===== src/hdl/fvsm_pkg.sv =====
// ----------------------------------------------------------------------------
// Four-voice sine mixer package
// Shared types, register indexes and the quarter-wave sine table.
// ----------------------------------------------------------------------------
package fvsm_pkg;

  localparam int unsigned TABLE_BITS = 10;
  localparam int unsigned QUARTER    = 1 << (TABLE_BITS - 2);
  localparam int unsigned QIDX_W     = TABLE_BITS - 1;
  localparam int unsigned CFG_VOICES = 4;
  localparam int unsigned CFG_IDX_W  = 4;
  localparam int unsigned CFG_DATA_W = 32;

  typedef logic signed [15:0] sample_t;
  typedef logic [15:0]        gain_t;
  typedef logic [30:0]        step_t;
  typedef logic [14:0]        mag_t;
  typedef logic [CFG_IDX_W-1:0]  cfg_idx_t;
  typedef logic [CFG_DATA_W-1:0] cfg_data_t;

  localparam cfg_idx_t REG_STEP_ZERO  = 4'd0;
  localparam cfg_idx_t REG_STEP_ONE   = 4'd1;
  localparam cfg_idx_t REG_STEP_TWO   = 4'd2;
  localparam cfg_idx_t REG_STEP_THREE = 4'd3;
  localparam cfg_idx_t REG_GAIN_ZERO  = 4'd4;
  localparam cfg_idx_t REG_GAIN_ONE   = 4'd5;
  localparam cfg_idx_t REG_GAIN_TWO   = 4'd6;
  localparam cfg_idx_t REG_GAIN_THREE = 4'd7;

  localparam step_t   STEP_RESET  = 31'd24347;
  localparam gain_t   GAIN0_RESET = 16'd16384;
  localparam sample_t SAMPLE_MAX  = 16'sh7FFF;
  localparam sample_t SAMPLE_MIN  = -16'sh8000;

  localparam logic [63:0] HALF_PI_Q30 = 64'd1686629713;

  typedef struct packed {
    logic advance;
    logic restart;
  } voice_ctrl_t;

  typedef mag_t sine_rom_t [QUARTER+1];

  // Magnitude of sin(pi/2 * r / QUARTER) in Q15 from a Taylor series in Q30.
  function automatic mag_t sine_mag(int unsigned r);
    logic [63:0] x;
    logic [63:0] x2;
    logic [63:0] term;
    logic [63:0] sum;
    logic [63:0] mag;
    x    = (64'(r) * HALF_PI_Q30) >> (TABLE_BITS - 2);
    x2   = (x * x) >> 30;
    term = x;
    sum  = x;
    term = ((term * x2) >> 30) / 64'd6;
    sum  = sum - term;
    term = ((term * x2) >> 30) / 64'd20;
    sum  = sum + term;
    term = ((term * x2) >> 30) / 64'd42;
    sum  = sum - term;
    term = ((term * x2) >> 30) / 64'd72;
    sum  = sum + term;
    term = ((term * x2) >> 30) / 64'd110;
    sum  = sum - term;
    term = ((term * x2) >> 30) / 64'd156;
    sum  = sum + term;
    mag  = (sum + 64'd16384) >> 15;
    if (mag > 64'd32767) begin
      mag = 64'd32767;
    end
    return mag[14:0];
  endfunction

  function automatic sine_rom_t build_sine_rom();
    sine_rom_t rom;
    for (int unsigned i = 0; i <= QUARTER; i++) begin
      rom[i] = sine_mag(i);
    end
    return rom;
  endfunction

  localparam sine_rom_t SINE_ROM = build_sine_rom();

endpackage


===== src/hdl/fvsm_mix.sv =====
// ----------------------------------------------------------------------------
// Four-voice sine mixer summing stage
// Scales each voice by its gain, sums, truncates and saturates both channels.
// ----------------------------------------------------------------------------
module fvsm_mix #(
  parameter int unsigned VOICE_COUNT = 4
) (
  input  fvsm_pkg::sample_t sine_i [VOICE_COUNT],
  input  fvsm_pkg::gain_t   gain_i [VOICE_COUNT],
  input  fvsm_pkg::sample_t left_i,
  input  fvsm_pkg::sample_t right_i,
  output fvsm_pkg::sample_t left_o,
  output fvsm_pkg::sample_t right_o
);
  import fvsm_pkg::*;

  localparam int unsigned PROD_W = 33;
  localparam int unsigned ACC_W  = PROD_W + $clog2(VOICE_COUNT);
  localparam int unsigned TONE_W = ACC_W - 15;
  localparam int unsigned MIX_W  = TONE_W + 1;

  logic signed [ACC_W-1:0]  acc;
  logic signed [ACC_W-1:0]  acc_adj;
  logic signed [TONE_W-1:0] tone;

  function automatic sample_t sat16(logic signed [MIX_W-1:0] v);
    sample_t res;
    if (v > MIX_W'(SAMPLE_MAX)) begin
      res = SAMPLE_MAX;
    end else if (v < MIX_W'(SAMPLE_MIN)) begin
      res = SAMPLE_MIN;
    end else begin
      res = v[15:0];
    end
    return res;
  endfunction

  always_comb begin
    logic signed [PROD_W-1:0] prod;
    acc = '0;
    for (int v = 0; v < VOICE_COUNT; v++) begin
      prod = sine_i[v] * $signed({1'b0, gain_i[v]});
      acc  = acc + ACC_W'(prod);
    end
  end

  // Rounding toward zero: bias negative sums before the arithmetic shift.
  assign acc_adj = acc + (acc[ACC_W-1] ? ACC_W'(32767) : ACC_W'(0));
  assign tone    = acc_adj[ACC_W-1:15];

  assign left_o  = sat16(MIX_W'(left_i) + MIX_W'(tone));
  assign right_o = sat16(MIX_W'(right_i) + MIX_W'(tone));

endmodule


===== config.mk =====
export PLATFORM = sky130hd
export DESIGN_NAME = fvsm_mix
export DESIGN_NICKNAME = d
export VERILOG_FILES = /design/src/hdl/fvsm_pkg.sv /design/src/hdl/fvsm_mix.sv
export SDC_FILE = /design/constraint.sdc
export NUM_CORES = 2
export LEC_CHECK = 0
export BUFFER_PORTS_ARGS = -buffer_cell sky130_fd_sc_hd__buf_2
export CAP_MARGIN = 40
export CORE_UTILIZATION = 48
export DETAILED_ROUTE_END_ITERATION = 7
export GPL_ROUTABILITY_DRIVEN = 0
export PLACE_DENSITY = 0.61
export SLEW_MARGIN = 20
export SYNTH_ARGS = -nofsm -noshare
export SYNTH_HDL_FRONTEND = slang
export SYNTH_SLANG_ARGS = --single-unit
export TNS_END_PERCENT = 5

===== constraint.sdc =====
create_clock -name vclk -period 27.2
set_clock_uncertainty 0.05 [all_clocks]
set_input_delay 5.44 -clock vclk [all_inputs]
set_output_delay 5.44 -clock vclk [all_outputs]
set_load 0.03 [all_outputs]

==> run metrics <==
Post-CTS Resized 0; Avg Cell Area, Syn 9.18 µm²; post-route insts no fill 5297; Slowest cell on crit path or4_1; layout cells sized above 1 5.30%; max incr delay on CP 0.58 ns; Slew @ Worst Pin 0.912 ns; seq_cells 0; number of setup buffers added after CTS 0; commonest cells after routing, fill and taps aside 1091 x inv_1, 974 x fa_1, 573 x and2_1, 447 x ha_1, 443 x nand2_1; Area after DPL 40200 µm²; nets 5826; Req. time, crit path 21.71 ns; setup tns final 0 ns; global route overflow 0; drt pass-1 iters 7; Core Box Area 79100 µm²; status finished clean; DP Cell Count 5289; worst slack at placement 2.25 ns; Crit Path Class primary input to primary output; hold_buf cts 0; synthesized area 38400 µm²; count of clock buffers in the final design 0; Area Overhead vs Synth 4.62%; wire length of the first global-routing pass 164000 µm; unrepaired setup endpoints after global routing no; die area 81200 µm²; crit path capture type primary output; setup slack after layout 2.34 ns; multi-input logic area 33800 µm²; drt drc 0; final instance area 40200 µm²; WL/cell 19.1 µm; vias in the first global route 29300; commonest non-fill, non-tap cell in the layout inv_1; io pins 192; routed wire length 101000 µm; sequential area share after synthesis 0%; Rel. slew slack 38.7%; Total GRT Usage 26.1%; Starting DRT DRC Count 1487; endpoints failing hold 0; Distinct cells, synth 78; Port Buffers 192; CP arrival 19.37 ns; crit path launch sine_i[31]; largest net degree at the start of global routing 22; min-delay src right_i[0]; register area 0 µm²; period utilization 91.4%; CP most frequent cell fa_1; Fmax 40.2 MHz; Slew Limit Fails 0; post-layout min period 24.86 ns; Gate Count Post-Synth 4187; initial core utilization 48.6%; Worst Hold Class primary input to primary output; Antenna Nets Post-Route 0; HPWL Detailed 89300 µm; crit path launch type primary input; fillers 7565; die height 285 µm; vias 27100; syn nets 5768; die width 285 µm; Site Rows 103; initial antenna violation count 8; Ys Warns 0; Final setup viols 0; Via density 5.12; Max Fanout on Critical Path 17; Max Cap Viol 0
cell usage after synthesis, types with 25 or more instances:
| master | count | area [µm²] |
|---|---|---|
| a21oi_1 | 57 | 285 |
| o21ai_0 | 56 | 280 |
| xor2_1 | 33 | 289 |
| nor2b_1 | 26 | 163 |
| clkbuf_1 | 132 | 495 |
| fa_1 | 974 | 19500 |
| a21o_1 | 25 | 188 |
| nand2b_1 | 25 | 156 |
| ha_1 | 447 | 5590 |
| inv_1 | 1091 | 4100 |
| and2_1 | 573 | 3580 |
| xnor2_1 | 51 | 447 |
| nand2_1 | 443 | 1660 |
| nor2_1 | 61 | 229 |
worst max-delay path: cells and delay by family:
family,cells,cell delay [ns]
AOI/OAI and AO/OA,18,4.22
adders and majority gates,13,5.95
and+or+nand+nor,7,1.99
buffers and inverters,8,1.35
xor gates and xnor gates,1,0.35
cell type report:
| cell class | count | share of cell area [%] |
|---|---|---|
| antenna | 4 | 0.0249 |
| inverter | 1092 | 10.2 |
| multi-input combinational | 2954 | 84.0 |
| tap | 1050 | 3.27 |
| timing repair buffer | 197 | 2.48 |
stage by stage:
stage,hold WS (ns),utilization (%)
floorplan,11.33,-
global placement,11.40,50.8
detailed placement,11.39,50.8
CTS,11.40,50.8
global route,11.48,50.8
finish,11.39,50.8
kinds of logic after synthesis:
group                    synth area share, %
AO/OA/AOI/OAI                           4.35
AND/OR/NAND/NOR                         16.3
multiplexers                          0.0260
adder cells (fa/ha/maj)                 65.3
XOR/XNOR                                1.91
buffers and inverters                   12.1
final timing paths:
kind,endpoint,cells past startpoint,slack [ns]
setup / recovery,right_o[5],47,2.34
hold / removal,right_o[0],5,11.39
per-layer routing:
metal / global-route usage, % / routed length (µm) / vias to the layer above
met2: 46.6 / 52000 / 650
met3: 3.05 / 5400 / 99
met4: 4.40 / 2030 / 8
li1: - / - / 12300
met5: 0 / 53 / -
met1: 34.6 / 41900 / 14000
Power is left out: the tool's default activity adds up to more than one toggle a clock period on the data nets, which glitch-free logic cannot reach.
